--- src/design/assert_macros.svh ---
// ----------------------------------------------------------------------------
// Assertion macros
// Concurrent assertion wrappers; they expand to nothing when SYNTH is set.
// ----------------------------------------------------------------------------
`ifndef ASSERT_MACROS_SVH
`define ASSERT_MACROS_SVH

`ifndef SYNTH

// same-cycle implication
`define ASSERT_IMP(lbl, clk, rst_n, ante, cons, msg) \
  lbl: assert property (@(posedge clk) disable iff (!(rst_n)) (ante) |-> (cons)) \
    else $error(msg);

// next-cycle implication
`define ASSERT_NXT(lbl, clk, rst_n, ante, cons, msg) \
  lbl: assert property (@(posedge clk) disable iff (!(rst_n)) (ante) |=> (cons)) \
    else $error(msg);

`else

`define ASSERT_IMP(lbl, clk, rst_n, ante, cons, msg)
`define ASSERT_NXT(lbl, clk, rst_n, ante, cons, msg)

`endif

`endif

--- src/design/lpfr_pkg.sv ---
// ----------------------------------------------------------------------------
// lpfr_pkg
// Shared types and fixed field widths of the LRU page frame replacer.
// ----------------------------------------------------------------------------
`default_nettype none

package lpfr_pkg;

  localparam int unsigned ADDR_W     = 32;
  localparam int unsigned PAGE_SHIFT = 12;
  localparam int unsigned PAGE_W     = ADDR_W - PAGE_SHIFT;
  localparam int unsigned FRAME_W    = 6;

  typedef enum logic [2:0] {
    S_IDLE,
    S_SCAN,
    S_MISS,
    S_VREAD,
    S_EVICT,
    S_WALK,
    S_DONE
  } state_e;

  // controller to datapath
  typedef struct packed {
    logic start;     // capture page, open frame scan
    logic scan;      // advance frame scan
    logic take_hit;  // matching frame found, open stack walk
    logic fill;      // load next free frame, open stack walk
    logic vsel;      // point at the bottom of the stack
    logic evict;     // refill the victim frame, open stack walk
    logic walk;      // advance stack walk
    logic emit;      // load the output register
  } cmd_t;

  // datapath to controller
  typedef struct packed {
    logic filled_zero;
    logic full;
    logic match;
    logic scan_end;
    logic walk_end;
    logic out_free;
  } sts_t;

endpackage

`default_nettype wire

--- src/design/lru_page_frame_replacer_top.sv ---
// ----------------------------------------------------------------------------
// lru_page_frame_replacer_top
// LRU page frame replacer: finds the frame holding an address's page,
// refills a free or least recently used frame on a miss.
// ----------------------------------------------------------------------------
//  channel | handshake               | payload
//  --------+-------------------------+-----------------------------------
//  in      | in_valid_i / in_stall_o | address_i[31:0]
//  out     | out_valid_o/ out_stall_i| hit_o, frame_o[5:0], page_number_o
//
// One item at a time. The frame table is scanned one entry per cycle, then
// the recency stack is walked one entry per cycle through single-port reads.
// Reset clears the fill count and the output valid; the memories need no
// clearing pass. A stalled result waits in the output register while the
// next item is taken.
// ----------------------------------------------------------------------------
`default_nettype none
`include "assert_macros.svh"

module lru_page_frame_replacer_top #(
  parameter int unsigned FRAMES = 64
) (
  input  wire logic                         clk_i,
  input  wire logic                         rst_ni,
  input  wire logic                         in_valid_i,
  output logic                              in_stall_o,
  input  wire logic [lpfr_pkg::ADDR_W-1:0]  address_i,
  output logic                              out_valid_o,
  input  wire logic                         out_stall_i,
  output logic                              hit_o,
  output logic [lpfr_pkg::FRAME_W-1:0]      frame_o,
  output logic [lpfr_pkg::PAGE_W-1:0]       page_number_o
);
  import lpfr_pkg::*;

  cmd_t cmd;
  sts_t sts;

  lpfr_ctrl u_ctrl (
    .clk_i      (clk_i),
    .rst_ni     (rst_ni),
    .in_valid_i (in_valid_i),
    .in_stall_o (in_stall_o),
    .cmd_o      (cmd),
    .sts_i      (sts)
  );

  lpfr_dpath #(
    .FRAMES (FRAMES)
  ) u_dpath (
    .clk_i         (clk_i),
    .rst_ni        (rst_ni),
    .cmd_i         (cmd),
    .sts_o         (sts),
    .address_i     (address_i),
    .out_valid_o   (out_valid_o),
    .out_stall_i   (out_stall_i),
    .hit_o         (hit_o),
    .frame_o       (frame_o),
    .page_number_o (page_number_o)
  );

  `ASSERT_NXT(a_one_at_a_time, clk_i, rst_ni, in_valid_i && !in_stall_o, in_stall_o, "item accepted while busy")
  `ASSERT_IMP(a_fill_not_full, clk_i, rst_ni, cmd.fill, !sts.full, "fill with all frames in use")
  `ASSERT_IMP(a_emit_free, clk_i, rst_ni, cmd.emit, sts.out_free, "result overwrites pending transfer")
  `ASSERT_IMP(a_hit_match, clk_i, rst_ni, cmd.take_hit, sts.match && sts.filled_zero == 1'b0, "hit without match")

endmodule

`default_nettype wire

--- src/design/lpfr_ctrl.sv ---
// ----------------------------------------------------------------------------
// lpfr_ctrl
// Sequencer: frame scan, victim fetch, recency stack walk, result hand-off.
// ----------------------------------------------------------------------------
`default_nettype none

module lpfr_ctrl (
  input  wire logic          clk_i,
  input  wire logic          rst_ni,
  input  wire logic          in_valid_i,
  output logic               in_stall_o,
  output lpfr_pkg::cmd_t     cmd_o,
  input  wire lpfr_pkg::sts_t sts_i
);
  import lpfr_pkg::*;

  state_e state_q, state_d;

  always_ff @(posedge clk_i or negedge rst_ni) begin
    if (!rst_ni) begin
      state_q <= S_IDLE;
    end else begin
      state_q <= state_d;
    end
  end

  always_comb begin
    state_d = state_q;
    unique case (state_q)
      S_IDLE: begin
        if (in_valid_i) begin
          state_d = sts_i.filled_zero ? S_MISS : S_SCAN;
        end
      end
      S_SCAN: begin
        if (sts_i.match) begin
          state_d = S_WALK;
        end else if (sts_i.scan_end) begin
          state_d = S_MISS;
        end
      end
      S_MISS:  state_d = sts_i.full ? S_VREAD : S_WALK;
      S_VREAD: state_d = S_EVICT;
      S_EVICT: state_d = S_WALK;
      S_WALK: begin
        if (sts_i.walk_end) begin
          state_d = S_DONE;
        end
      end
      S_DONE: begin
        if (sts_i.out_free) begin
          state_d = S_IDLE;
        end
      end
      default: state_d = S_IDLE;
    endcase
  end

  always_comb begin
    cmd_o      = '0;
    in_stall_o = 1'b1;
    unique case (state_q)
      S_IDLE: begin
        in_stall_o  = 1'b0;
        cmd_o.start = in_valid_i;
      end
      S_SCAN: begin
        cmd_o.scan     = 1'b1;
        cmd_o.take_hit = sts_i.match;
      end
      S_MISS: begin
        cmd_o.fill = !sts_i.full;
        cmd_o.vsel = sts_i.full;
      end
      S_VREAD: ;
      S_EVICT: cmd_o.evict = 1'b1;
      S_WALK:  cmd_o.walk  = 1'b1;
      S_DONE:  cmd_o.emit  = sts_i.out_free;
      default: ;
    endcase
  end

endmodule

`default_nettype wire

--- src/design/lpfr_dpath.sv ---
// ----------------------------------------------------------------------------
// lpfr_dpath
// Frame table, recency stack, fill count, scan pointers and output register.
// ----------------------------------------------------------------------------
`default_nettype none

module lpfr_dpath #(
  parameter int unsigned FRAMES = 64
) (
  input  wire logic                         clk_i,
  input  wire logic                         rst_ni,
  input  wire lpfr_pkg::cmd_t               cmd_i,
  output lpfr_pkg::sts_t                    sts_o,
  input  wire logic [lpfr_pkg::ADDR_W-1:0]  address_i,
  output logic                              out_valid_o,
  input  wire logic                         out_stall_i,
  output logic                              hit_o,
  output logic [lpfr_pkg::FRAME_W-1:0]      frame_o,
  output logic [lpfr_pkg::PAGE_W-1:0]       page_number_o
);
  import lpfr_pkg::*;

  localparam int unsigned IW = (FRAMES > 1) ? $clog2(FRAMES) : 1;
  localparam int unsigned CW = $clog2(FRAMES + 1);

  logic [PAGE_W-1:0] fpage_mem [FRAMES];
  logic [IW-1:0]     order_mem [FRAMES];

  logic [PAGE_W-1:0] page_q;
  logic [PAGE_W-1:0] fp_rd_q;
  logic [IW-1:0]     ord_rd_q;
  logic [IW-1:0]     idx_q, cmp_idx_q, frame_q, carry_q, last_q;
  logic              hit_q, pend_q;
  logic [CW-1:0]     filled_q;
  logic              out_valid_q, out_hit_q;
  logic [FRAME_W-1:0] out_frame_q;
  logic [PAGE_W-1:0] out_page_q;

  logic              open_walk;
  logic              fp_we;
  logic [IW-1:0]     fp_waddr;
  logic              ord_we;

  assign open_walk = cmd_i.start | cmd_i.take_hit | cmd_i.fill | cmd_i.evict;
  assign fp_we     = cmd_i.fill | cmd_i.evict;
  assign fp_waddr  = cmd_i.fill ? filled_q[IW-1:0] : ord_rd_q;
  assign ord_we    = cmd_i.walk & pend_q;

  always_comb begin
    sts_o.filled_zero = (filled_q == '0);
    sts_o.full        = (filled_q == CW'(FRAMES));
    sts_o.match       = pend_q && (fp_rd_q == page_q);
    sts_o.scan_end    = pend_q && (CW'(cmp_idx_q) == (filled_q - CW'(1)));
    sts_o.walk_end    = pend_q && ((cmp_idx_q == last_q) || (ord_rd_q == frame_q));
    sts_o.out_free    = !out_valid_q || !out_stall_i;
  end

  // memories: one write, one registered read at idx_q
  always_ff @(posedge clk_i) begin
    if (fp_we) begin
      fpage_mem[fp_waddr] <= page_q;
    end
    fp_rd_q <= fpage_mem[idx_q];
  end

  always_ff @(posedge clk_i) begin
    if (ord_we) begin
      order_mem[cmp_idx_q] <= carry_q;
    end
    ord_rd_q <= order_mem[idx_q];
  end

  always_ff @(posedge clk_i or negedge rst_ni) begin
    if (!rst_ni) begin
      pend_q      <= 1'b0;
      filled_q    <= '0;
      out_valid_q <= 1'b0;
    end else begin
      if (open_walk) begin
        pend_q <= 1'b0;
      end else if (cmd_i.scan || cmd_i.walk) begin
        pend_q <= 1'b1;
      end
      if (cmd_i.fill) begin
        filled_q <= filled_q + CW'(1);
      end
      if (cmd_i.emit) begin
        out_valid_q <= 1'b1;
      end else if (!out_stall_i) begin
        out_valid_q <= 1'b0;
      end
    end
  end

  always_ff @(posedge clk_i) begin
    if (cmd_i.start) begin
      page_q <= address_i[ADDR_W-1:PAGE_SHIFT];
    end
    if (open_walk) begin
      idx_q <= '0;
    end else if (cmd_i.vsel) begin
      idx_q <= IW'(FRAMES - 1);
    end else if (cmd_i.scan || cmd_i.walk) begin
      idx_q <= idx_q + IW'(1);
    end
    if (cmd_i.scan || cmd_i.walk) begin
      cmp_idx_q <= idx_q;
    end
    // take_hit, fill and evict are mutually exclusive
    if (cmd_i.take_hit) begin
      hit_q   <= 1'b1;
      frame_q <= cmp_idx_q;
      carry_q <= cmp_idx_q;
      last_q  <= IW'(FRAMES - 1);
    end else if (cmd_i.fill) begin
      hit_q   <= 1'b0;
      frame_q <= filled_q[IW-1:0];
      carry_q <= filled_q[IW-1:0];
      last_q  <= filled_q[IW-1:0];
    end else if (cmd_i.evict) begin
      hit_q   <= 1'b0;
      frame_q <= ord_rd_q;
      carry_q <= ord_rd_q;
      last_q  <= IW'(FRAMES - 1);
    end else if (ord_we) begin
      // shift the stack down by one, carrying the displaced entry
      carry_q <= ord_rd_q;
    end
    if (cmd_i.emit) begin
      out_hit_q   <= hit_q;
      out_frame_q <= FRAME_W'(frame_q);
      out_page_q  <= page_q;
    end
  end

  assign out_valid_o   = out_valid_q;
  assign hit_o         = out_hit_q;
  assign frame_o       = out_frame_q;
  assign page_number_o = out_page_q;

endmodule

`default_nettype wire

--- config.mk ---
export PLATFORM = sky130hd
export DESIGN_NAME = lru_page_frame_replacer_top
export DESIGN_NICKNAME = d
export VERILOG_FILES = /design/src/design/lpfr_pkg.sv /design/src/design/lru_page_frame_replacer_top.sv /design/src/design/lpfr_ctrl.sv /design/src/design/lpfr_dpath.sv
export VERILOG_INCLUDE_DIRS = /design/src /design/src/design
export SDC_FILE = /design/constraint.sdc
export NUM_CORES = 2
export LEC_CHECK = 0
export BUFFER_PORTS_ARGS = -buffer_cell sky130_fd_sc_hd__buf_2
export CELL_PAD_IN_SITES_DETAIL_PLACEMENT = 1
export CELL_PAD_IN_SITES_GLOBAL_PLACEMENT = 2
export CORE_AREA = 4 4 395 397
export CTS_BUF_LIST = sky130_fd_sc_hd__clkbuf_8 sky130_fd_sc_hd__clkbuf_16
export DETAILED_ROUTE_END_ITERATION = 6
export DIE_AREA = 0 0 399 401
export PLACE_DENSITY = 0.73
export SKIP_LAST_GASP = 1
export SLEW_MARGIN = 20
export SYNTH_ARGS = -nofsm -noshare
export SYNTH_HDL_FRONTEND = slang
export SYNTH_SLANG_ARGS = --single-unit
--- constraint.sdc ---
create_clock -name clk_i -period 4.5 [get_ports clk_i]
set_input_delay 0.675 -clock clk_i [delete_from_list [all_inputs] [get_ports clk_i]]
set_output_delay 0.675 -clock clk_i [all_outputs]
set_load 0.01 [all_outputs]
# Word level (Yosys, flattened, before mapping)
# Memory sizes are Yosys's and may differ from the RTL's. A register that Yosys moved wholly into a read port is not among the register bits.
# Index checks and enable logic that the tools add are counted.
[totals]
reg_bits = 90
ramBits = 1664
in_bits = 36
out_inout_bits = 29
elab_cells = 94
mem_count = 2
[op_classes]
n_addsub = 3
n_eq_ne = 16
n_mux = 37
bitwise = 5
reduce_logical = 17
[memory_table]
columns = ["memory", "depth", "width", "read_ports", "rd_ports_with_merged_regs", "write_ports", "line", "rtl"]
rows = [
  ["u_dpath.fpage_mem", 64, 20, 1, 1, 1, "lpfr_dpath.sv:26", "logic [PAGE_W-1:0] fpage_mem [FRAMES];"],
  ["u_dpath.order_mem", 64, 6, 1, 1, 1, "lpfr_dpath.sv:27", "logic [IW-1:0] order_mem [FRAMES];"],
]
[ops]
columns = ["cell", "count"]
rows = [
  ["2-to-1 mux 6 bit", 12],
  ["case mux 3 bit (7 select lines)", 1],
  ["== test 20 bit", 1],
  ["2-to-1 mux 3 bit", 6],
  ["2-to-1 mux 1 bit", 15],
  ["== test 6 bit", 2],
  ["== test 3 bit, second input constant", 3],
  ["adder 7 x 1 -> 7 bit, second input constant", 1],
  ["== test 6 x 7 -> 1 bit", 1],
  ["== test 7 bit, second input constant", 1],
  ["zero test 7 bit", 1],
  ["subtractor 7 x 1 -> 7 bit, second input constant", 1],
  ["adder 6 x 1 -> 6 bit, second input constant", 1],
  ["== test 3 x 2 -> 1 bit, second input constant", 2],
  ["2-to-1 mux 2 bit", 3],
  ["nonzero test 2 bit", 3],
  ["inequality test 2 x 1 -> 1 bit, second input constant", 2],
  ["inequality test 2 bit, second input constant", 2],
  ["OR 1 bit", 4],
  ["AND reduction 4 bit", 1],
  ["nonzero test 4 bit", 1],
  ["== test 3 x 1 -> 1 bit, second input constant", 1],
  ["logical AND 1 bit", 3],
  ["zero test 1 bit", 3],
  ["5 further kinds", 7],
]

# Longest topological paths before layout
[depth]
ltp_word = 7
depth_mapped = 10
ltp_nobuf = 8

# By module
# A second synthesis with hierarchy kept.
[hier_totals]
hier_cells = 3430
area_unflattened_um2 = 69153.8
[by_module_without_submodules]
columns = ["module", "n_inst", "cells_each", "area_per_inst_um2", "seq_area_each_um2"]
rows = [
  ["lpfr_dpath", 1, 3388, 68787.2, 52925.8],
  ["lpfr_ctrl", 1, 42, 366.6, 75.1],
]

# Least setup slack after synthesis
# Ideal clock, no wire load.
[synth_path]
kind = "reg2reg"
start = "register u_ctrl.state_q[2]"
end = "register u_dpath.out_frame_q[0] (netlist: u_dpath.frame_o[0]), enable pin"
setup_ps = 451
t_arrival_ps = 2852
required_time_ps = 4049
path_slack_ps = 1198
path_stages_with_launch = 4
n_path_buf = 1
period_less_slack_ps = 3302
path_cell_list = "dfrtp_1 -> buf_1 -> nand2_1 -> nor3b_1"
[synth_rtl]
columns = ["element", "line", "rtl"]
rows = [
  ["from (decl)", "lpfr_ctrl.sv:17", "state_e state_q, state_d;"],
  ["from (signal assigned)", "lpfr_ctrl.sv:23", "state_q <= state_d;"],
  ["to (signal assigned)", "lpfr_dpath.sv:131", "out_frame_q <= FRAME_W'(frame_q);"],
  ["to (decl)", "lpfr_dpath.sv:36", "logic [FRAME_W-1:0] out_frame_q;"],
]

# Worst setup path after layout
[layout_path]
start = "register u_dpath.filled_q[3]"
end = "memory u_dpath.fpage_mem[9][9] (netlist name), enable pin"
[layout_between]
elab_chain_len = 6
word_cells_on_any_way = 7
cone_classes = "eq/ne: 1; mux: 4; bitwise: 1; reduce/logical: 1"
[layout_rtl]
columns = ["element", "line", "rtl"]
rows = [
  ["from (decl)", "lpfr_dpath.sv:34", "logic [CW-1:0] filled_q;"],
  ["from (signal assigned)", "lpfr_dpath.sv:85", "filled_q <= filled_q + CW'(1);"],
  ["== test 7 bit", "lpfr_dpath.sv:51", "sts_o.full = (filled_q == CW'(FRAMES));"],
  ["zero test 1 bit", "lpfr_ctrl.sv:72", "cmd_o.fill = !sts_i.full;"],
  ["2-to-1 mux 2 bit", "lpfr_ctrl.sv:62", "unique case (state_q)"],
  ["OR 1 bit", "lpfr_dpath.sv:45", "assign fp_we = cmd_i.fill | cmd_i.evict;"],
  ["2-to-1 mux 1 bit", "lpfr_dpath.sv:60", "if (fp_we) begin"],
  ["2-to-1 mux 1 bit (implied by the code)", "lpfr_dpath.sv:61", "fpage_mem[fp_waddr] <= page_q;"],
  ["to (decl)", "lpfr_dpath.sv:26", ""],
]
# Parallel ways exist; a longest one is shown, timed or not.

==> results.py <==
metrics = {
    "detailed_routing": {
        "vias": 31300,
        "route.detailed.drc": 0,
        "first_iter_violations": 3129,
        "routed_wl_microns": 164000,
        "antenna_left": 0,
        "drtPass1Iterations": 5,
        "wl_per_cell_microns": 30.6,
        "vias_per_cell": 5.86,
    },
    "synthesis": {
        "synthDistinctLibCells": 51,
        "yosysSeqAreaShare_pct": 77.6,
        "synthFlopType": "edfxtp_1",
        "post_synth.cell_area_avg_sq_um": 23.1,
        "synthArstFlopShare_pct": 0.674,
        "synth_nets": 2994,
        "syn-cell-area_sq_um": 68300,
        "synthCells": 2954,
        "synth_warnings": 0,
        "synth-edff-count": 1729,
        "ys_ff_latch": 1780,
    },
    "sta": {
        "fmaxAchievable_mhz": 267,
        "setup_viol": 0,
        "rsz0062_at_grt": "false",
        "fin_worst_skew_ns": 0.0465,
        "timing.hold.ws_ns": 0.0641,
        "drv_slew": 0,
        "fin_crit_sh_pct": 83.3,
        "hold_viol": 0,
        "min_period_ns": 3.75,
        "tightest_slew_ns": 1.07,
        "tns_ns": 0,
        "slew_headroom_pct": 28.5,
    },
    "setup_path": {
        "startpoint": "u_dpath.filled_q[3]",
        "worstSetupPathType": "reg2reg",
        "reg2reg_depth": 8,
        "cp_common_cell": "nand2_1",
        "end_kind": "register",
        "critPathMaxStageDelay_ns": 0.58,
        "cp_max_fo": 20,
        "reg2reg_to": "u_dpath.fpage_mem[9][9]",
        "rrSetupSlack_ns": 0.75,
        "critPathLaunchType": "register",
        "required_ns": 4.93,
        "crit_buf_inv": 2,
        "worstPathArrival_ns": 4.17,
        "r2r-start": "u_dpath.filled_q[3]",
        "crit_chain": "or3_1 -> o31ai_4 -> buf_4 -> nand2_1 -> nand2_1 -> nand2_1 -> nor2_2 -> buf_4",
        "cp_top_family": "simple AND/OR/NAND/NOR gates",
        "cp_slowest_cell": "o31ai_4",
    },
    "power": {
        "pwr-share-comb_pct": 21.8,
        "leakagePower_nw": 23.9,
        "p_seq_share_pct": 45.2,
        "p_sw_share_pct": 27.8,
        "intPower_mw": 32.4,
        "p_clk_share_pct": 33.0,
        "peakVddDrop_v": 0.000448,
        "power.switching_mw": 12.5,
        "power.density_nw_per_um2": 577,
    },
    "worst_hold_path": {
        "holdCritStartpoint": "address_i[15]",
        "min_path_type": "in2reg",
        "min_to": "u_dpath.page_q[3]",
        "whs_path_depth": 1,
    },
    "global_routing": {
        "grt_usage_pct": 20.7,
        "grt_max_degree": 122,
        "grt_pass1_vias": 33600,
        "grt-ovfl-total": 0,
        "grt_pass1_wl_microns": 240000,
        "antenna_found_initial": 3,
    },
    "clock_tree": {
        "cts_resized": 0,
        "htreeDepth": 4,
        "cts_tree": "done",
        "cts_sinks": 1780,
        "cts_buffer_depth": 3,
        "postCtsSetupBuffers": 0,
        "clkTransAtPathRegs_ns": 0.06,
        "cts-root-buf": "clkbuf_16",
        "clk_latency_ns": 0.80,
        "cts_buffers": 179,
        "hold_buffers": 1,
    },
    "place": {
        "place_hpwl_microns": 97500,
        "finalWeightedCongestion": 0.775,
        "port_buffers": 52,
    },
    "floorplan": {
        "io_pins": 65,
        "die-area_sq_um": 160000,
        "initial_utilization_pct": 45.0,
        "fp.coreArea_sq_um": 152000,
        "die_w_microns": 399,
        "rows": 143,
        "die_h_microns": 401,
    },
    "cells_and_area": {
        "diodes": 0,
        "n_fill_cell": 13000,
        "synthToLayoutAreaGrowth_pct": 13.9,
        "layout-drive-gt1-share_pct": 31.6,
        "nNetsFinal": 3214,
    },
    "run_status": {
        "status": "finished, final reports clean",
    },
    "run": {
        "max_cap_viol_count": 0,
    },
}
==> layout by cell type, fill, tap and decap left out, types with 30 or more instances in the layout <==
cell	n
a21oi_1	42
nand2_1	49
buf_4	124
clkinv_2	30
buf_2	52
clkinv_1	34
mux4_2	520
xor2_1	32
dfxtp_1	33
nor2_2	64
inv_1	47
clkbuf_16	179
edfxtp_1	1729
mux2i_1	30
nor2_1	96
==> logic make-up (layout without fill, tap and decap cells) <==
logic type	after synthesis	count (layout)	synth area share (%)
xor gates and xnor gates	51	51	0.654
muxes	554	554	17.6
buffers and inverters	164	531	1.12
AOI/OAI and AO/OA	97	97	0.894
and+or+nand+nor	304	304	2.04
DFF	1780	1780	77.6
adders and majority gates	4	4	0.0733
==> per-stage QoR <==
step | setup WS, ns | cells | instance area (sq um) | util (%) | power [mW]
3_5_place_dp | 0.898 | 5022 | 71900 | 47.3 | 30.6
3_3_place_gp | 0.941 | 5022 | 71900 | 47.3 | 30.2
2_1_floorplan | 1.20 | 2954 | 68300 | - | 27.1
5_1_grt | 0.589 | 5351 | 77800 | 51.2 | 46.7
6_report | 0.753 | 5351 | 77800 | 51.2 | 44.9
4_1_cts | 0.779 | 5351 | 77800 | 51.2 | 45.4
==> how the worst max path moves through the flow <==
| stage | endpoint | slack [ns] | cells past startpoint |
|---|---|---|---|
| after detailed placement | u_dpath.fpage_mem[18][10] | 0.90 | 7 |
| after global placement | u_dpath.fpage_mem[9][2] | 0.94 | 8 |
| after global routing | u_dpath.fpage_mem[9][4] | 0.59 | 8 |
| final | u_dpath.fpage_mem[9][9] | 0.75 | 8 |
| after floorplan | u_dpath.frame_o[0] | 1.20 | 3 |
| after CTS | u_dpath.fpage_mem[9][9] | 0.78 | 8 |
==> routing by layer <==
| metal | track usage (%) | share of wire (%) | vias up | routed length, microns |
|---|---|---|---|---|
| met2 | 33.6 | 50 | 1208 | 81300 |
| met1 | 29.0 | 41 | 17000 | 66500 |
| li1 | - | - | 12900 | - |
| met4 | 6.84 | 3.4 | 0 | 5630 |
| met3 | 3.43 | 6.4 | 246 | 10400 |
| met5 | 0 | 0 | - | 0 |
==> area by class of cell <==
cell class | instances | area [sq um] | share of cell area (%)
sequential | 1780 | 53000 | 68.1
multi-input combinational | 1010 | 14700 | 18.9
clock buffer | 183 | 4530 | 5.83
tap | 2030 | 2540 | 3.26
timing repair buffer | 195 | 1560 | 2.01
clock inverter | 145 | 1400 | 1.79
inverter | 8 | 30.0 | 0.0386
==> sequential cells by signal (all words and copies together), names as in the netlist, 3 cells and up <==
signal                 count
u_ctrl.state_q             3
u_dpath.carry_q            6
u_dpath.cmp_idx_q          6
u_dpath.filled_q           7
u_dpath.fp_rd_q           20
u_dpath.fpage_mem       1280
u_dpath.frame_o            6
u_dpath.frame_q            6
u_dpath.idx_q              6
u_dpath.last_q             6
u_dpath.ord_rd_q           6
u_dpath.order_mem        384
u_dpath.page_number_o     20
u_dpath.page_q            20
==> cell usage after synthesis (all sizes together), types with 2 or more instances <==
| library cell | n | area share (%) |
|---|---|---|
| mux2i | 30 | 0.44 |
| nand2 | 49 | 0.27 |
| nand4 | 8 | 0.073 |
| or3b | 3 | 0.038 |
| nor3 | 10 | 0.073 |
| xnor2 | 19 | 0.24 |
| nand3 | 11 | 0.081 |
| mux4 | 520 | 17 |
| o31ai | 4 | 0.064 |
| xor2 | 32 | 0.41 |
| a211oi | 23 | 0.25 |
| dfrtp | 12 | 0.44 |
| a211o | 2 | 0.026 |
| and2 | 2 | 0.018 |
| edfxtp | 1729 | 76 |
| nand3b | 8 | 0.088 |
| ha | 4 | 0.073 |
| buf | 87 | 0.70 |
| mux2 | 4 | 0.066 |
| nor3b | 2 | 0.029 |
| o21ai | 12 | 0.088 |
| o21a | 2 | 0.022 |
| nor4 | 8 | 0.073 |
| nand2b | 4 | 0.037 |
| nor4b | 3 | 0.038 |
| nor2 | 160 | 0.88 |
| inv | 8 | 0.044 |
| dfxtp | 39 | 1.1 |
| nor2b | 26 | 0.24 |
| a21oi | 42 | 0.31 |
| or4 | 2 | 0.022 |
| o22ai | 4 | 0.037 |
| clkbuf | 69 | 0.38 |
| or3 | 6 | 0.055 |
==> power groups by stage <==
stage / clock network [mW] / registers, mW / logic [mW]
2_1_floorplan: 0 / 20.7 / 6.41
4_1_cts: 15.1 / 20.3 / 9.96
3_3_place_gp: 0 / 20.6 / 9.63
3_5_place_dp: 0 / 20.7 / 9.93
6_report: 14.8 / 20.3 / 9.80
5_1_grt: 15.9 / 20.4 / 10.5
No activity file was read; power rests on OpenSTA's default activity.
